$ cat src/sva_pkg.sv
`default_nettype none

package sva_pkg;

  // default voice counts
  localparam int TARGET_VOICES_DEF = 16;
  localparam int SOURCE_VOICES_DEF = 24;

  // command field width
  localparam int CMD_W = 2;

  typedef enum logic [CMD_W-1:0] {
    CMD_ALLOC   = 2'd0,
    CMD_KEY_OFF = 2'd1,
    CMD_RELEASE = 2'd2,
    CMD_QUERY   = 2'd3
  } cmd_t;

  // rotation direction through the cell row
  typedef enum logic {
    DIR_LEFT  = 1'b0,  // cell i takes cell i+1
    DIR_RIGHT = 1'b1   // cell i takes cell i-1
  } dir_t;

  // controls shared by every cell
  typedef struct packed {
    logic move;
    dir_t dir;
    logic ins_valid;
  } shift_ctrl_t;

  // per-cell selection
  typedef struct packed {
    logic in_range;
    logic take_ins;
  } cell_sel_t;

endpackage

`default_nettype wire

$ cat src/synth_voice_allocator_unit.sv
`default_nettype none

// An accepted word passes through the find, move and report steps before its result
// word is registered on out_tdata; the report step waits while a previous result is
// stalled. No new word is taken until the last one is reported (in_tready in idle only).
// Reset (rst_n low, synchronous): all target voices sit free in cells
// 0..TARGET_VOICES-1 in order, no owners, no result pending.
module synth_voice_allocator_unit #(
  parameter int  TARGET_VOICES = sva_pkg::TARGET_VOICES_DEF,
  parameter int  SOURCE_VOICES = sva_pkg::SOURCE_VOICES_DEF,
  localparam int VW            = $clog2(TARGET_VOICES),
  localparam int SW            = $clog2(SOURCE_VOICES),
  localparam int CW            = sva_pkg::CMD_W,
  localparam int IN_W          = CW + SW + VW,
  localparam int OUT_W         = 2 + VW + SW,
  localparam int IN_DW         = ((IN_W + 7) / 8) * 8,
  localparam int OUT_DW        = ((OUT_W + 7) / 8) * 8
) (
  input  wire logic              clk,
  input  wire logic              rst_n,
  input  wire logic              in_tvalid,
  output logic                   in_tready,
  // command, source_voice, target_voice (from bit 0 up), zero padded
  input  wire logic [IN_DW-1:0]  in_tdata,
  output logic                   out_tvalid,
  input  wire logic              out_tready,
  // mapped, mapped_voice, owner_valid, owner_voice (from bit 0 up), zero padded
  output logic [OUT_DW-1:0]      out_tdata
);

  localparam int RCW    = $clog2(TARGET_VOICES + 1);
  localparam int N      = TARGET_VOICES;

  typedef enum logic [1:0] {ST_IDLE, ST_FIND, ST_MOVE, ST_REPORT} state_t;

  state_t               state_r;
  sva_pkg::cmd_t        cmd_r;
  logic [SW-1:0]        src_r;
  logic [VW-1:0]        tgt_r;
  logic [N-1:0]         hit_r;
  logic                 mapped_r;
  logic [RCW-1:0]       rc_r;     // length of the free segment at the front
  logic [RCW-1:0]       rc_nxt;
  logic                 out_tvalid_r;
  logic [OUT_DW-1:0]    out_tdata_r;

  // cell row wiring
  logic [VW-1:0]        cell_voice [N];
  logic                 cell_valid [N];
  logic [SW-1:0]        cell_owner [N];
  logic [N-1:0]         src_hits;
  logic [N-1:0]         tgt_hits;
  sva_pkg::cell_sel_t   cell_sel [N];
  sva_pkg::shift_ctrl_t ctrl;
  logic [VW-1:0]        ins_voice;
  logic [SW-1:0]        ins_owner;

  // move decode
  logic [N-1:0]         after_p;
  logic [N-1:0]         before_p;
  logic [N-1:0]         below_rc;
  logic                 p_free;
  logic [VW-1:0]        sel_voice;
  logic                 src_ok;

  // report values
  logic [VW-1:0]        rep_voice;
  logic                 rep_owner_valid;
  logic [SW-1:0]        rep_owner;
  logic [OUT_W-1:0]     rep_word;

  assign in_tready  = (state_r == ST_IDLE);
  assign out_tvalid = out_tvalid_r;
  assign out_tdata  = out_tdata_r;

  assign src_ok = ({1'b0, src_r} < (SW + 1)'(SOURCE_VOICES));

  // row of cells
  for (genvar g = 0; g < N; g++) begin : g_cell
    logic [VW-1:0] lv;
    logic          lval;
    logic [SW-1:0] lo;
    logic [VW-1:0] rv;
    logic          rval;
    logic [SW-1:0] ro;
    if (g == 0) begin : g_first
      assign lv   = cell_voice[g];
      assign lval = cell_valid[g];
      assign lo   = cell_owner[g];
    end else begin : g_mid_l
      assign lv   = cell_voice[g-1];
      assign lval = cell_valid[g-1];
      assign lo   = cell_owner[g-1];
    end
    if (g == N - 1) begin : g_last
      assign rv   = cell_voice[g];
      assign rval = cell_valid[g];
      assign ro   = cell_owner[g];
    end else begin : g_mid_r
      assign rv   = cell_voice[g+1];
      assign rval = cell_valid[g+1];
      assign ro   = cell_owner[g+1];
    end
    sva_cell #(
      .VW    (VW),
      .SW    (SW),
      .INDEX (g)
    ) u_cell (
      .clk         (clk),
      .rst_n       (rst_n),
      .ctrl        (ctrl),
      .sel         (cell_sel[g]),
      .ins_voice   (ins_voice),
      .ins_owner   (ins_owner),
      .left_voice  (lv),
      .left_valid  (lval),
      .left_owner  (lo),
      .right_voice (rv),
      .right_valid (rval),
      .right_owner (ro),
      .src_key     (src_r),
      .tgt_key     (tgt_r),
      .voice_r     (cell_voice[g]),
      .valid_r     (cell_valid[g]),
      .owner_r     (cell_owner[g]),
      .src_hit     (src_hits[g]),
      .tgt_hit     (tgt_hits[g])
    );
  end

  // position masks around the hit cell and the free/sounding boundary
  always_comb begin
    sel_voice = '0;
    for (int i = 0; i < N; i++) begin
      after_p[i]  = |(hit_r & ({N{1'b1}} >> (N - 1 - i)));
      before_p[i] = |(hit_r & ({N{1'b1}} << i));
      below_rc[i] = (RCW'(i) < rc_r);
      sel_voice   = sel_voice | ({VW{hit_r[i]}} & cell_voice[i]);
    end
    p_free = |(hit_r & below_rc);
  end

  // rotation control for the move step
  always_comb begin
    ctrl.move      = 1'b0;
    ctrl.dir       = sva_pkg::DIR_LEFT;
    ctrl.ins_valid = 1'b1;
    ins_voice      = sel_voice;
    ins_owner      = src_r;
    rc_nxt         = rc_r;
    for (int i = 0; i < N; i++) begin
      cell_sel[i].in_range = 1'b0;
      cell_sel[i].take_ins = 1'b0;
    end
    if (state_r == ST_MOVE && src_ok) begin
      case (cmd_r)
        sva_pkg::CMD_ALLOC: begin
          // reused or oldest voice goes to the back of the sounding segment
          ctrl.move = 1'b1;
          ctrl.dir  = sva_pkg::DIR_LEFT;
          if (!mapped_r) begin
            ins_voice = cell_voice[0];
          end
          for (int i = 0; i < N; i++) begin
            cell_sel[i].in_range = mapped_r ? after_p[i] : 1'b1;
            cell_sel[i].take_ins = (i == N - 1);
          end
          if (mapped_r ? p_free : (rc_r != '0)) begin
            rc_nxt = rc_r - RCW'(1);
          end
        end
        sva_pkg::CMD_KEY_OFF: begin
          // sounding voice moves to the back of the free segment
          if (mapped_r && !p_free) begin
            ctrl.move = 1'b1;
            ctrl.dir  = sva_pkg::DIR_RIGHT;
            for (int i = 0; i < N; i++) begin
              cell_sel[i].in_range = !below_rc[i] && before_p[i];
              cell_sel[i].take_ins = (RCW'(i) == rc_r);
            end
            rc_nxt = rc_r + RCW'(1);
          end
        end
        sva_pkg::CMD_RELEASE: begin
          // unmapped voice goes to the front
          if (mapped_r) begin
            ctrl.move      = 1'b1;
            ctrl.dir       = sva_pkg::DIR_RIGHT;
            ctrl.ins_valid = 1'b0;
            ins_owner      = '0;
            for (int i = 0; i < N; i++) begin
              cell_sel[i].in_range = before_p[i];
              cell_sel[i].take_ins = (i == 0);
            end
            if (!p_free) begin
              rc_nxt = rc_r + RCW'(1);
            end
          end
        end
        default: begin
        end
      endcase
    end
  end

  // result lookup on the updated row
  always_comb begin
    rep_voice       = '0;
    rep_owner_valid = 1'b0;
    rep_owner       = '0;
    for (int i = 0; i < N; i++) begin
      rep_voice       = rep_voice | ({VW{src_hits[i]}} & cell_voice[i]);
      rep_owner_valid = rep_owner_valid | (tgt_hits[i] & cell_valid[i]);
      rep_owner       = rep_owner | ({SW{tgt_hits[i] & cell_valid[i]}} & cell_owner[i]);
    end
    rep_word = {rep_owner, rep_owner_valid, rep_voice, |src_hits};
  end

  // sequencer and output register
  always_ff @(posedge clk) begin
    if (!rst_n) begin
      state_r      <= ST_IDLE;
      rc_r         <= RCW'(N);
      out_tvalid_r <= 1'b0;
      out_tdata_r  <= '0;
    end else begin
      case (state_r)
        ST_IDLE: begin
          if (in_tvalid) begin
            state_r <= ST_FIND;
          end
        end
        ST_FIND: begin
          state_r <= ST_MOVE;
        end
        ST_MOVE: begin
          rc_r    <= rc_nxt;
          state_r <= ST_REPORT;
        end
        ST_REPORT: begin
          if (!out_tvalid_r || out_tready) begin
            out_tdata_r <= OUT_DW'(rep_word);
            state_r     <= ST_IDLE;
          end
        end
        default: begin
          state_r <= ST_IDLE;
        end
      endcase
      // result valid: set by a report, dropped once taken
      if (state_r == ST_REPORT && (!out_tvalid_r || out_tready)) begin
        out_tvalid_r <= 1'b1;
      end else if (out_tvalid_r && out_tready) begin
        out_tvalid_r <= 1'b0;
      end
    end
  end

  // payload registers
  always_ff @(posedge clk) begin
    if (state_r == ST_IDLE && in_tvalid) begin
      cmd_r <= sva_pkg::cmd_t'(in_tdata[CW-1:0]);
      src_r <= in_tdata[CW +: SW];
      tgt_r <= in_tdata[CW+SW +: VW];
    end
    if (state_r == ST_FIND) begin
      hit_r    <= src_hits;
      mapped_r <= |src_hits;
    end
  end

  // free segment never grows past the row
  a_rc_bound: assert property (@(posedge clk) disable iff (!rst_n)
    rc_r <= RCW'(N))
    else $error("free segment length out of range");

  // a source voice owns at most one cell
  a_hit_onehot: assert property (@(posedge clk) disable iff (!rst_n)
    state_r == ST_MOVE |-> $onehot0(hit_r))
    else $error("source voice found in more than one cell");

  // accepted word starts the find step
  a_accept_find: assert property (@(posedge clk) disable iff (!rst_n)
    in_tvalid && in_tready |=> state_r == ST_FIND)
    else $error("accepted word did not start processing");

  // report waits while the previous result is stalled
  a_report_hold: assert property (@(posedge clk) disable iff (!rst_n)
    state_r == ST_REPORT && out_tvalid_r && !out_tready |=> state_r == ST_REPORT)
    else $error("result overwritten while stalled");

  // mapping found only for in-range source voices
  a_mapped_src: assert property (@(posedge clk) disable iff (!rst_n)
    state_r == ST_MOVE && mapped_r |-> src_ok)
    else $error("out-of-range source voice reported as mapped");

endmodule

`default_nettype wire

$ cat src/sva_cell.sv
`default_nettype none

// One slot of the voice order: a target voice and its owning source voice.
module sva_cell #(
  parameter int VW    = 4,
  parameter int SW    = 5,
  parameter int INDEX = 0
) (
  input  wire logic                 clk,
  input  wire logic                 rst_n,
  input  wire sva_pkg::shift_ctrl_t ctrl,
  input  wire sva_pkg::cell_sel_t   sel,
  input  wire logic [VW-1:0]        ins_voice,
  input  wire logic [SW-1:0]        ins_owner,
  input  wire logic [VW-1:0]        left_voice,
  input  wire logic                 left_valid,
  input  wire logic [SW-1:0]        left_owner,
  input  wire logic [VW-1:0]        right_voice,
  input  wire logic                 right_valid,
  input  wire logic [SW-1:0]        right_owner,
  input  wire logic [SW-1:0]        src_key,
  input  wire logic [VW-1:0]        tgt_key,
  output logic [VW-1:0]             voice_r,
  output logic                      valid_r,
  output logic [SW-1:0]             owner_r,
  output logic                      src_hit,
  output logic                      tgt_hit
);

  logic [VW-1:0] voice_nxt;
  logic          valid_nxt;
  logic [SW-1:0] owner_nxt;

  // pick own, neighbor or inserted entry
  always_comb begin
    voice_nxt = voice_r;
    valid_nxt = valid_r;
    owner_nxt = owner_r;
    if (ctrl.move && sel.in_range) begin
      if (sel.take_ins) begin
        voice_nxt = ins_voice;
        valid_nxt = ctrl.ins_valid;
        owner_nxt = ins_owner;
      end else if (ctrl.dir == sva_pkg::DIR_LEFT) begin
        voice_nxt = right_voice;
        valid_nxt = right_valid;
        owner_nxt = right_owner;
      end else begin
        voice_nxt = left_voice;
        valid_nxt = left_valid;
        owner_nxt = left_owner;
      end
    end
  end

  // reset puts voice INDEX here with no owner
  always_ff @(posedge clk) begin
    if (!rst_n) begin
      voice_r <= VW'(INDEX);
      valid_r <= 1'b0;
      owner_r <= '0;
    end else begin
      voice_r <= voice_nxt;
      valid_r <= valid_nxt;
      owner_r <= owner_nxt;
    end
  end

  // lookups by owner and by voice
  assign src_hit = valid_r && (owner_r == src_key);
  assign tgt_hit = (voice_r == tgt_key);

endmodule

`default_nettype wire

$ cat config.mk
export PLATFORM = sky130hd
export DESIGN_NAME = synth_voice_allocator_unit
export DESIGN_NICKNAME = d
export VERILOG_FILES = /design/src/sva_pkg.sv /design/src/synth_voice_allocator_unit.sv /design/src/sva_cell.sv
export SDC_FILE = /design/constraint.sdc
export NUM_CORES = 1
export LEC_CHECK = 0
export BUFFER_PORTS_ARGS = -buffer_cell sky130_fd_sc_hd__buf_2
export CORE_MARGIN = 2
export CORE_UTILIZATION = 47
export DETAILED_ROUTE_END_ITERATION = 8
export PLACE_DENSITY = 0.65
export SKIP_CTS_REPAIR_TIMING = 1
export SYNTH_ARGS = -nofsm -noshare
export SYNTH_HDL_FRONTEND = slang
export SYNTH_SLANG_ARGS = --single-unit
$ cat constraint.sdc
create_clock -name clk -period 9.4 [get_ports clk]
set_clock_uncertainty 0.1 [all_clocks]
set_input_delay 0.47 -clock clk [delete_from_list [all_inputs] [get_ports clk]]
set_output_delay 0.47 -clock clk [all_outputs]
set_load 0.01 [all_outputs]
Yosys cells after proc, flatten, opt, wreduce, memory -nomap -nowiden. Cells that the tools add are included.

Magnitude comparators: 17. Mux-type cells: 138. Add/subtract/negate cells: 2. Equal/unequal tests: 59. Bitwise gates (word level): 125. Reductions and logical operators: 115.

Operators with widths (count): two-way mux 5 bit (39); two-way mux 4 bit (35); bitwise AND 4 bit (32); OR 4 bit (30); two-way mux 32 bit (3); one-hot mux 32 bit (3 select lines) (1); bitwise AND 5 bit (16); equality test 5 bit (16); OR 5 bit (15); equality test 4 bit (16); logical AND 1 bit (53); two-way mux 1 bit (52); OR reduction 16 bit (3); equality test 4 x 5 -> 1 bit (first input constant) (8); less-than comparator 4 x 5 -> 1 bit (first input constant) (8); OR reduction 15 bit (2); OR reduction 14 bit (2); OR reduction 13 bit (2); OR reduction 12 bit (2); OR reduction 11 bit (2); equality test 3 x 5 -> 1 bit (first input constant) (4); less-than comparator 3 x 5 -> 1 bit (first input constant) (4); OR reduction 10 bit (2); logical NOT 1 bit (18); other kinds (34) (91).

Output and inout port bits: 18. Logic and storage cells: 513. Input bits: 20. Register bits: 207.

Logic depth before layout (Yosys ltp). Gate-level depths: netlist of run 1.

Word-level depth: 20. Depth in mapped cells: 14. Gate-level depth less buffers: 10.

Modules after synthesis. From an unflattened synthesis of run 1, not the netlist that was laid out.

Cells, all modules: 1772. Area total of the unflattened synthesis: 15454.8 µm².

By module, submodules not included: sva_cell at g_cell[10].u_cell ... (cells an instance 78, seq. area each 200.2 µm², area an instance 708.2 µm², times used 6); synth_voice_allocator_unit (cells an instance 521, seq. area each 1221.2 µm², area an instance 4217.8 µm², times used 1); sva_cell at g_cell[1].u_cell ... (cells an instance 80, seq. area each 200.2 µm², area an instance 708.2 µm², times used 4); sva_cell at g_cell[11].u_cell ... (cells an instance 77, seq. area each 200.2 µm², area an instance 706.9 µm², times used 4); sva_cell at g_cell[0].u_cell (cells an instance 81, seq. area each 200.2 µm², area an instance 671.9 µm², times used 1); sva_cell at g_cell[15].u_cell (cells an instance 74, seq. area each 200.2 µm², area an instance 655.6 µm², times used 1).

Least setup slack after synthesis of run 1. Ideal clock, no wire load.

Kind: register to register. From: reg rc_r[4]. To: reg g_cell[10].u_cell.owner_r[2]. Period minus slack after synthesis: 2978 ps. Path slack: 6422 ps. Library setup time: 67 ps. Arrival: 2811 ps. Path buffers: 4. Cell stages (with the launch flop): 13. Required time: 9233 ps. Path through: dfxtp_1 > buf_6 > or3_4 > buf_6 > o21ai_2 > nand4_2 > nor4_4 > a31oi_1 > or3_1 > buf_2 > buf_6 > a311o_1 > a21oi_2.

Word-level cells in the longest chain between the ends: 10. Elaborated cells between the ends (all ways): 32. Classes of those cells: order compare (16); eq/ne (1); mux (8); bitwise (1); reduce/logical (6).

RTL lines: start: declaration (line synth_voice_allocator_unit.sv:42) `logic [RCW-1:0] rc_r;`; start signal: assignment (line synth_voice_allocator_unit.sv:223) `rc_r <= RCW'(N);`; start signal: assignment (line synth_voice_allocator_unit.sv:237) `rc_r <= rc_nxt;`; less-than comparator 1 x 5 -> 1 bit, or another cell as far along (line synth_voice_allocator_unit.sv:137) `below_rc[i] = (RCW'(i) < rc_r);`; bitwise AND 16 bit (line synth_voice_allocator_unit.sv:140) `p_free = |(hit_r & below_rc);`; OR reduction 16 bit (line synth_voice_allocator_unit.sv:140); logical NOT 1 bit; logical AND 1 bit (line synth_voice_allocator_unit.sv:174) `if (mapped_r && !p_free) begin`; two-way mux 2 bit (line synth_voice_allocator_unit.sv:174); one-hot mux 2 bit (3 select lines) (line synth_voice_allocator_unit.sv:156) `case (cmd_r)`; two-way mux 3 bit (line synth_voice_allocator_unit.sv:155) `if (state_r == ST_MOVE && src_ok) begin`; two-way mux 5 bit (line sva_cell.sv:44) `end else if (ctrl.dir == sva_pkg::DIR_LEFT) begin`; two-way mux 5 bit (line sva_cell.sv:40) `if (sel.take_ins) begin`; end signal: assignment (line sva_cell.sv:65) `owner_r <= owner_nxt;`; end: declaration (line sva_cell.sv:25) `output logic [SW-1:0] owner_r,`.

Several ways; a longest one is shown, not always the timed one. A chain may end at the register's enable or synchronous reset.

Worst setup path in the final report of run 1.
From: reg src_r[4]. To: reg g_cell[3].u_cell.valid_r.

Word-level cells in the longest chain between the ends: 5. Elaborated cells between the ends (all ways): 7. Classes of those cells: order compare (1); mux (4); reduce/logical (2).

RTL lines: start: declaration (line synth_voice_allocator_unit.sv:38) `logic [SW-1:0] src_r;`; start signal: assignment (line synth_voice_allocator_unit.sv:263) `src_r <= in_tdata[CW +: SW];`; less-than comparator 5 bit * (line synth_voice_allocator_unit.sv:76) `assign src_ok = ({1'b0, src_r} < (SW + 1)'(SOURCE_VOICES));`; logical AND 1 bit * (line synth_voice_allocator_unit.sv:155); two-way mux 3 bit (line synth_voice_allocator_unit.sv:155); two-way mux 1 bit (line sva_cell.sv:44); two-way mux 1 bit (line sva_cell.sv:40); end signal: assignment (line sva_cell.sv:64) `valid_r <= valid_nxt;`; end: declaration (line sva_cell.sv:24) `output logic valid_r,`.

Every way passes the cells marked *; elsewhere a longest branch is shown, timed or not.

==> reports/results.ini, run 1 <==
[yosys]
synth_edf_count=28
ys_warn_count=0
yosys.area_share.simple=0.240
synth_seq_cells=207
synth_top_family_by_area=compound AO/OA/AOI/OAI gates
syn-mean-instance-area_um2=7.70
yosys.area_share.xor_xnor=0.0882
yosysUniqueCellTypes=82
synthArstFlopShare=0
yosys_most_used_dff=dfxtp_1
synth_compound_area_frac=0.267
syn_area_um2=14500
seq_area_frac_synth=0.305
postSynthCellCount=1881
synth_fa_ha_area_frac=0.0128
synth.area.mux_share=0.0275

[place]
numPlacedInstances=2155
portBuffers=27
place_congestion=1.00
post-dp-hpwl_um=43100

[layout]
n_antenna_cell=0
mostFrequentLayoutCell=nand2_1
nFillCells=2942
fin_cells=2214
syn2layout_area_growth_pct=8.32
post-route-util=0.515
nets=1832
most-common-layout-cells=nand2_1 (306), dfxtp_1 (179), nor2_1 (124), xor2_1 (108), o21ai_0 (101)
final_layout_size_suffix_gt1_frac=0.0853

[route]
num_vias=15400
antenna_left=0
firstDrtPassIters=8
wirelength_um=61000
drc=0
wire_per_inst_um=27.6
drt_first_iter_violations=2207
viasPerCell=6.97

[global_route]
grt_overflow_total=0
antenna_found_initial=0
grt_start_max_net_pins=91
track_usage=0.363
grt_pass1_wl_um=91300
grt_pass1_vias=14000

[setup_path]
start_kind=register
r2r-start=src_r[4]$_DFFE_PP_
rr_worst_depth=8
setup.worst_path.end_class=register
critPathCapture=g_cell[3].u_cell.valid_r$_SDFFE_PN0P_
cp_max_fo=90
crit_type=reg2reg
startpoint=src_r[4]$_DFFE_PP_
crit_chain=a21bo_2, nor2_1, nand3_1, o21ai_4, buf_4, mux2_2, o21ai_0, o22ai_1
crit_family=compound AO/OA/AOI/OAI gates
arrival_ns=5.66
cp.required_ns=9.67
slowest_stage=o21ai_4
r2r_slack_ns=4.01
cpPeakStageDelay_ns=1.04
cp_num_cells=8
r2r-end=g_cell[3].u_cell.valid_r$_SDFFE_PN0P_
cp.buffers_inverters=1

[min_path]
hold_start=out_tready
hold_class=in2reg

[die]
core.rowCount=64
core-area_um2=30500
dieArea_um2=32300
die_w_um=180
die_h_um=180
ioPinCount=38
initial_core_util=0.475

[clock_tree]
clock-root-buffer=clkbuf_16
cts_inserted_buffers=26
clk_pin_slew_ns=0.06
cts_tree=yes
clock_sinks=207
htreeDepth=1
clockBufferDepth=3
clk_latency_ns=0.56

[sta]
tns_ns=0
layout_worst_path_cycle_share=0.574
rsz0062_at_grt=false
holdWs_ns=0.114
period_needed_ns=5.39
maxSlewViolCount=0
fmax_ghz=0.185
hold_viol_final=0
worstMarginPinSlew_ns=1.30
setup_viol=0
slew_headroom=0.125

[flow_run]
max-cap-violations=0

[power_and_ir_drop]
irDropWorstVdd_uv=198
power_density_nw_per_um2=197
p_leak_nw=5.71

[outcome]
status=complete, no violations

## worst min-delay path: stages
cell and delay (ns):
buf_2 0.07, nor2b_1 0.06, nor2_1 0.09, nor2_1 0.04
## area by class of cell
class	count	area, um2	share of cell area
clock inverters	4	35.0	0.00223
well taps	396	495	0.0316
inverters	20	75.1	0.00478
flip-flops and latches	207	4420	0.282
multi-input cells	1474	9330	0.594
repair buffers	69	480	0.0306
clock buffers	44	861	0.0548
## synth_stat cells (all sizes together), types with 20 or more instances
cell type,count,area share
a211oi,29,0.015
a21oi,77,0.027
a221oi,20,0.012
a22o,24,0.015
a22oi,58,0.030
a31oi,22,0.0095
a32o,23,0.016
and2,22,0.0095
and3,70,0.030
buf,46,0.018
clkbuf,138,0.036
dfxtp,179,0.25
edfxtp,28,0.058
mux2i,23,0.016
nand2,306,0.079
nand3,72,0.025
nand4,35,0.016
nor2,124,0.032
nor3,23,0.0083
nor4,49,0.023
o21ai,108,0.038
o22ai,22,0.0099
o31ai,20,0.010
o32ai,20,0.012
xnor2,38,0.023
xor2,108,0.065
## worst min-delay path by stage
stage                                                       end  slack [ns]  depth (start not counted)
final                                   out_tvalid$_SDFFE_PN0P_        0.11                          4
after global routing                    out_tvalid$_SDFFE_PN0P_        0.14                          4
after CTS                                    src_r[3]$_DFFE_PP_       -0.03                          1
after detailed placement              out_tdata[5]$_SDFFE_PN0P_        0.40                          2
after global placement                out_tdata[5]$_SDFFE_PN0P_        0.39                          2
after floorplan           g_cell[6].u_cell.valid_r$_SDFFE_PN0P_        0.37                          2
## routing by layer
layer  track usage  wire length, um  share of wire  vias up
met5             0                0              0        -
met4         0.118             2140          0.035        0
met3        0.0881             7630           0.12      161
met2         0.530            25600           0.42     1069
met1         0.524            25600           0.42     7395
li1              -                -              -     6810
## metrics by stage
stage / setup WS, ns / area (um2) / power, W
4_1_cts: 4.26 / 15600 / 0.00305
2_1_floorplan: 6.42 / 14500 / 0.00171
3_5_place_dp: 4.27 / 14700 / 0.00202
5_1_grt: 3.89 / 15700 / 0.00318
6_report: 4.01 / 15700 / 0.00309
3_3_place_gp: 4.34 / 14700 / 0.00201
## where the power goes
group          switching (W)  total [W]  leakage (nW)  internal [W]
Clock               0.000419    0.00104         0.443      0.000622
Sequential          0.000264    0.00126          1.71      0.000995
Combinational       0.000507   0.000791          3.56      0.000283
Total                0.00119    0.00309          5.71       0.00190
## sequential cells by signal, indices dropped and copies added (netlist names), 4 cells and up
register / cells
g_cell.u_cell.valid_r: 16
hit_r: 16
src_r: 5
out_tdata: 11
g_cell.u_cell.voice_r: 64
tgt_r: 4
g_cell.u_cell.owner_r: 80
rc_r: 5
## logic make-up (layout without fill, tap and decap cells)
family	Yosys count	in the layout
and+or+nand+nor	735	735
AOI/OAI and AO/OA	535	535
DFF	207	207
buffers and inverters	204	137
xor gates and xnor gates	146	146
muxes	38	38
adders and majority gates	15	15
other	1	5
(Power assumes the default switching activity.)
==> inputs of run 2 (changes only) <==
==> constraint.sdc (replaced) <==
create_clock -name clk -period 5.4 [get_ports clk]
set_clock_uncertainty 0.1 [all_clocks]
set_input_delay 0.27 -clock clk [delete_from_list [all_inputs] [get_ports clk]]
set_output_delay 0.27 -clock clk [all_outputs]
set_load 0.01 [all_outputs]
==> run 2 against run 1 <==
  * Sequential share of layout area fell by 0.41 points
  * Via count up 1.9%
  * Sequential cell count is the same
  * Power is 80% higher
  * Die area unchanged
  * Worst setup slack worse by 3.1 ns
  * Largest cell class unchanged
  * Highest routed layer unchanged
==> reports/results.ini, run 2 (synthesis gave the netlist of run 1 again) <==
[layout]
regMostFlops=g_cell.u_cell.owner_r
most-common-layout-cells=nand2_1 (306), dfxtp_1 (179), nor2_1 (124), xor2_1 (108), o21ai_0 (101)
syn2layout_area_growth_pct=9.92
reg.largest.list=g_cell.u_cell.owner_r: 80 flops, g_cell.u_cell.voice_r: 64 flops
n_antenna_cell=0  ; unchanged
fin_cells=2236  ; +0.99%
mostFrequentLayoutCell=nand2_1
nets=1854  ; +1.2%
post-route-util=0.522  ; +0.00759
final_layout_size_suffix_gt1_frac=0.0951  ; +0.00985
largest_register_ffs=80  ; unchanged

[global_route]
grt_start_max_net_pins=126  ; +38%
antenna_found_initial=0  ; unchanged
use_met3=0.0968  ; +0.00871
grt_overflow_total=0  ; unchanged
busiest_layer=met2
track_usage=0.376  ; +0.0130
grt_pass1_vias=14600  ; +4.2%
grtUsageMet2=0.547  ; +0.0172
grt_use_met1=0.529  ; +0.00522
grt_pass1_wl_um=94300  ; +3.2%

[power_and_ir_drop]
power_density_nw_per_um2=349  ; +77%
p_leak_nw=5.85  ; +2.5%
irDropWorstVdd_uv=274  ; +38%
total_power_w=0.00556  ; +80%

[route]
num_vias=15700  ; +1.9%
wirelength_um=62900  ; +3.1%
drc=0  ; unchanged
viasPerCell=7.03  ; +0.85%
antenna_left=0  ; unchanged
wire_per_inst_um=28.1  ; +2.0%
firstDrtPassIters=6  ; -2
drt_first_iter_violations=2406  ; +9.0%

[clock_tree]
clockBufferDepth=3  ; unchanged
clock-root-buffer=clkbuf_16
cts_inserted_buffers=26  ; unchanged
cts_tree=yes
clock_sinks=207  ; unchanged
clk_latency_ns=0.56  ; about the same
clk_pin_slew_ns=0.06  ; about the same
htreeDepth=1  ; unchanged

[place]
place_congestion=1.06  ; +5.7%
post-dp-hpwl_um=44200  ; +2.6%
numPlacedInstances=2176  ; +0.97%
portBuffers=27  ; unchanged
dpl_worst_slack_ns=1.13  ; -3.14 ns

[outcome]
status=complete, no violations

[sta]
fin_ws_ns=0.941  ; -3.07 ns
rsz0062_at_grt=false
tns_ns=0  ; unchanged
slew_headroom=0.155  ; +0.0304
worstMarginPinSlew_ns=1.26  ; -0.0403 ns
layout_worst_path_cycle_share=0.826  ; +0.252
fmax_ghz=0.224  ; +21%
hold_viol_final=0  ; unchanged
maxSlewViolCount=0  ; unchanged
setup_viol=0  ; unchanged
period_needed_ns=4.46  ; -0.933 ns

[die]
die_h_um=180  ; unchanged
core.rowCount=64  ; unchanged
dieArea_um2=32300  ; unchanged
die_w_um=180  ; unchanged
ioPinCount=38  ; unchanged
initial_core_util=0.475  ; unchanged
core-area_um2=30500  ; unchanged

[setup_path]
arrival_ns=4.78  ; -0.88 ns
cp_max_fo=24  ; -73%
cp.required_ns=5.72  ; -3.95 ns
setup.worst_path.end_class=register
start_kind=register
path_common_cell=and4_1
cpPeakStageDelay_ns=0.88  ; -0.16 ns
crit_chain=or2_0, o311ai_1, and4_1, and4_1, a21oi_4, o22ai_2, buf_4, nand3_1, o2111a_1
crit_type=reg2reg
slowest_stage=o22ai_2

[flow_run]
max-cap-violations=0  ; unchanged

[min_path]
hold_class=in2reg

[run 2: final cells by class]
type                       instances  area, um2
fill                            2918      14600
multi-input combinational       1474       9310
sequential                       207       4420
clock buffer                      35        747
timing repair buffer              91        673
tap                              396        495
clock inverter                    13        200
inverter                          20       75.1
[run 2: final timing paths]
path	cells past startpoint	slack (ns)	endpoint	start
setup / recovery	9	0.94	g_cell[13].u_cell.owner_r[2]$_SDFFE_PN0P_	rc_r[3]$_SDFFE_PN0P_
hold / removal	5	0.07	state_r[0]$_SDFFE_PN0P_	in_tvalid
setup reg to reg	9	0.94	g_cell[13].u_cell.owner_r[2]$_SDFFE_PN0P_	rc_r[3]$_SDFFE_PN0P_
hold reg to reg	2	0.42	g_cell[15].u_cell.valid_r$_SDFFE_PN0P_	g_cell[15].u_cell.valid_r$_SDFFE_PN0P_
[run 2: worst max-delay path, delay by kind of cell (launching register included)]
kind                   cells  cell delay [ns]
flip-flops                 1             0.53
buffers and inverters      1             0.26
AND/OR/NAND/NOR            4             1.96
AO/OA/AOI/OAI              4             1.46
[run 2: power breakdown]
group	total [W]	leakage, nW	internal (W)	switching [W]
Sequential	0.00213	1.71	0.00173	0.000400
Clock	0.00196	0.469	0.00121	0.000746
Combinational	0.00147	3.67	0.000513	0.000956
Total	0.00556	5.85	0.00345	0.00210
[run 2: per-layer routing]
metal	up-vias	wire length [um]
li1	6850	-
met1	7531	25800
met2	1139	26200
met3	201	8020
met4	0	2870
met5	-	0
[run 2: metrics by stage]
stage / instance area [um2] / hold slack, ns
after global placement: 14900 / 0.346
after floorplan: 14500 / 0.269
after CTS: 15800 / -0.208
final: 15900 / 0.0740
after global routing: 15900 / 0.124
after detailed placement: 14900 / 0.348
==> inputs of run 3 (changes only) <==
==> constraint.sdc (replaced) <==
create_clock -name clk -period 4.55 [get_ports clk]
set_clock_uncertainty 0.1 [all_clocks]
set_input_delay 0.2275 -clock clk [delete_from_list [all_inputs] [get_ports clk]]
set_output_delay 0.2275 -clock clk [all_outputs]
set_load 0.01 [all_outputs]
==> run 3 against run 2 <==
  * Design area grew 0.61%
  * Power grew 14%
  * Final cell count grew 1.2%
  * Via count grew 0.83%
  * Sequential power grew 20%
  * Worst setup slack lost 0.38 ns
  * Maximum frequency grew 12%
  * Global-route usage grew 1.2 points
  * Worst hold slack lost 0.045 ns
  * Critical path depth grew 1
  * Utilization grew 0.32 points
  * Sequential cell count is the same
  * Largest cell class unchanged
  * Highest routed layer unchanged
==> reports/results.ini, run 3 (synthesis gave the netlist of run 1 again) <==
[route]
highest_layer=met4
wl_met3_um=8360  ; +4.2%
firstDrtPassIters=7  ; +1
num_vias=15900  ; +0.83%
drt_first_iter_violations=2427  ; +0.87%
drc=0  ; unchanged
antenna_left=0  ; unchanged
wl_met2_um=26800  ; +2.2%
viasPerCell=7.01  ; -0.33%
wire_per_inst_um=28.8  ; +2.3%
wirelength_um=65100  ; +3.5%
wl_met1_um=27200  ; +5.2%

[sta]
tns_ns=0  ; unchanged
hold_viol_final=0  ; unchanged
worstMarginPinSlew_ns=1.20  ; -0.0605 ns
rsz0062_at_grt=false
layout_worst_path_cycle_share=0.876  ; +0.0502
holdWs_ns=0.0287  ; -0.0453 ns
fmax_ghz=0.251  ; +12%
fin_ws_ns=0.565  ; -0.377 ns
setup_viol=0  ; unchanged
slew_headroom=0.192  ; +0.0368
period_needed_ns=3.99  ; -0.473 ns
maxSlewViolCount=0  ; unchanged

[setup_path]
cp.required_ns=4.93  ; -0.79 ns
cpPeakStageDelay_ns=0.74  ; -0.14 ns
start_kind=register
cp_max_fo=61  ; +150%
crit_family=simple AND/OR/NAND/NOR gates
arrival_ns=4.36  ; -0.42 ns
slowest_stage=dfxtp_1
cp.buffers_inverters=2  ; +1
crit_chain=or2_0, o311ai_1, and4_1, and4_1, a21oi_4, buf_12, buf_4, a21oi_1, a221o_1, a21oi_1
rr_worst_depth=10  ; +1
crit_type=reg2reg
setup.worst_path.end_class=register
cp_num_cells=10  ; +1

[min_path]
hold_class=in2reg
holdPathStages=5  ; unchanged

[global_route]
grt_pass1_vias=14600  ; -0.18%
grt_overflow_total=0  ; unchanged
grt_pass1_wl_um=96400  ; +2.2%
antenna_found_initial=1  ; +1
grt_start_max_net_pins=148  ; +17%
track_usage=0.388  ; +0.0120

[die]
core.rowCount=64  ; unchanged
die_w_um=180  ; unchanged
die_h_um=180  ; unchanged
core-area_um2=30500  ; unchanged
dieArea_um2=32300  ; unchanged
initial_core_util=0.475  ; unchanged
ioPinCount=38  ; unchanged

[layout]
regMostFlops=g_cell.u_cell.owner_r
syn2layout_area_growth_pct=10.6
mostFrequentLayoutCell=nand2_1
final_layout_size_suffix_gt1_frac=0.105  ; +0.00945
reg.largest.list=g_cell.u_cell.owner_r: 80 flops, g_cell.u_cell.voice_r: 64 flops
design_area_um2=16000  ; +0.61%
nets=1880  ; +1.4%
most-common-layout-cells=nand2_1 (306), dfxtp_1 (179), nor2_1 (124), xor2_1 (108), o21ai_0 (101)
fin_cells=2262  ; +1.2%
largest_register_ffs=80  ; unchanged

[place]
dpl_cell_area_um2=15100  ; +1.6%
numPlacedInstances=2202  ; +1.2%
dpl_worst_slack_ns=0.700  ; -0.431 ns
place_congestion=1.01  ; -5.0%
post-dp-hpwl_um=46600  ; +5.4%
portBuffers=27  ; unchanged

[clock_tree]
cts_tree=yes
clock_sinks=207  ; unchanged
cts_inserted_buffers=25  ; -3.8%
clk_pin_slew_ns=0.06  ; about the same
clockBufferDepth=3  ; unchanged
clock-root-buffer=clkbuf_16
htreeDepth=1  ; unchanged
clk_latency_ns=0.55  ; about the same

[power_and_ir_drop]
irDropWorstVdd_uv=364  ; +33%
p_leak_nw=5.91  ; +0.94%
power_density_nw_per_um2=395  ; +13%

[flow_run]
max-cap-violations=0  ; unchanged

[outcome]
status=complete, no violations

-- run 3: layout make-up --
class / instances / area (um2)
repair buffers: 118 / 903
clock buffers: 41 / 737
clock inverters: 5 / 55.1
multi-input cells: 1474 / 9330
diodes: 1 / 2.50
well taps: 396 / 495
inverters: 20 / 75.1
flip-flops and latches: 207 / 4420
fillers: 2976 / 14500
-- run 3: stage by stage --
| step | total power [W] | util |
|---|---|---|
| 2_1_floorplan | 0.00354 | - |
| 3_3_place_gp | 0.00424 | 0.495 |
| 3_5_place_dp | 0.00426 | 0.495 |
| 4_1_cts | 0.00623 | 0.521 |
| 5_1_grt | 0.00654 | 0.525 |
| 6_report | 0.00632 | 0.525 |
-- run 3: worst min-delay path, cell delays in order --
cell and delay, ns:
buf_2 0.10, inv_1 0.05, a21oi_1 0.09, nor2_1 0.11, nor3_1 0.06
-- run 3: path summary, 6_finish.rpt --
path / start / endpoint / slack (ns)
min reg2reg: out_tdata[0]$_SDFFE_PN0P_ / out_tdata[0]$_SDFFE_PN0P_ / 0.40
max: rc_r[3]$_SDFFE_PN0P_ / g_cell[12].u_cell.owner_r[4]$_SDFFE_PN0P_ / 0.56
max reg2reg: rc_r[3]$_SDFFE_PN0P_ / g_cell[12].u_cell.owner_r[4]$_SDFFE_PN0P_ / 0.56
min: in_tvalid / state_r[0]$_SDFFE_PN0P_ / 0.03
-- run 3: power breakdown --
| part | internal (W) | leakage [nW] | switching (W) |
|---|---|---|---|
| sequential | 0.00205 | 1.71 | 0.000500 |
| clock | 0.00116 | 0.387 | 0.000839 |
| combinational | 0.000633 | 3.81 | 0.00114 |
| total | 0.00385 | 5.91 | 0.00248 |
-- run 3: metal layers --
layer,GRT usage,up-vias
met5,0,-
met4,0.162,0
met3,0.111,200
met2,0.550,1107
li1,-,6895
met1,0.550,7649
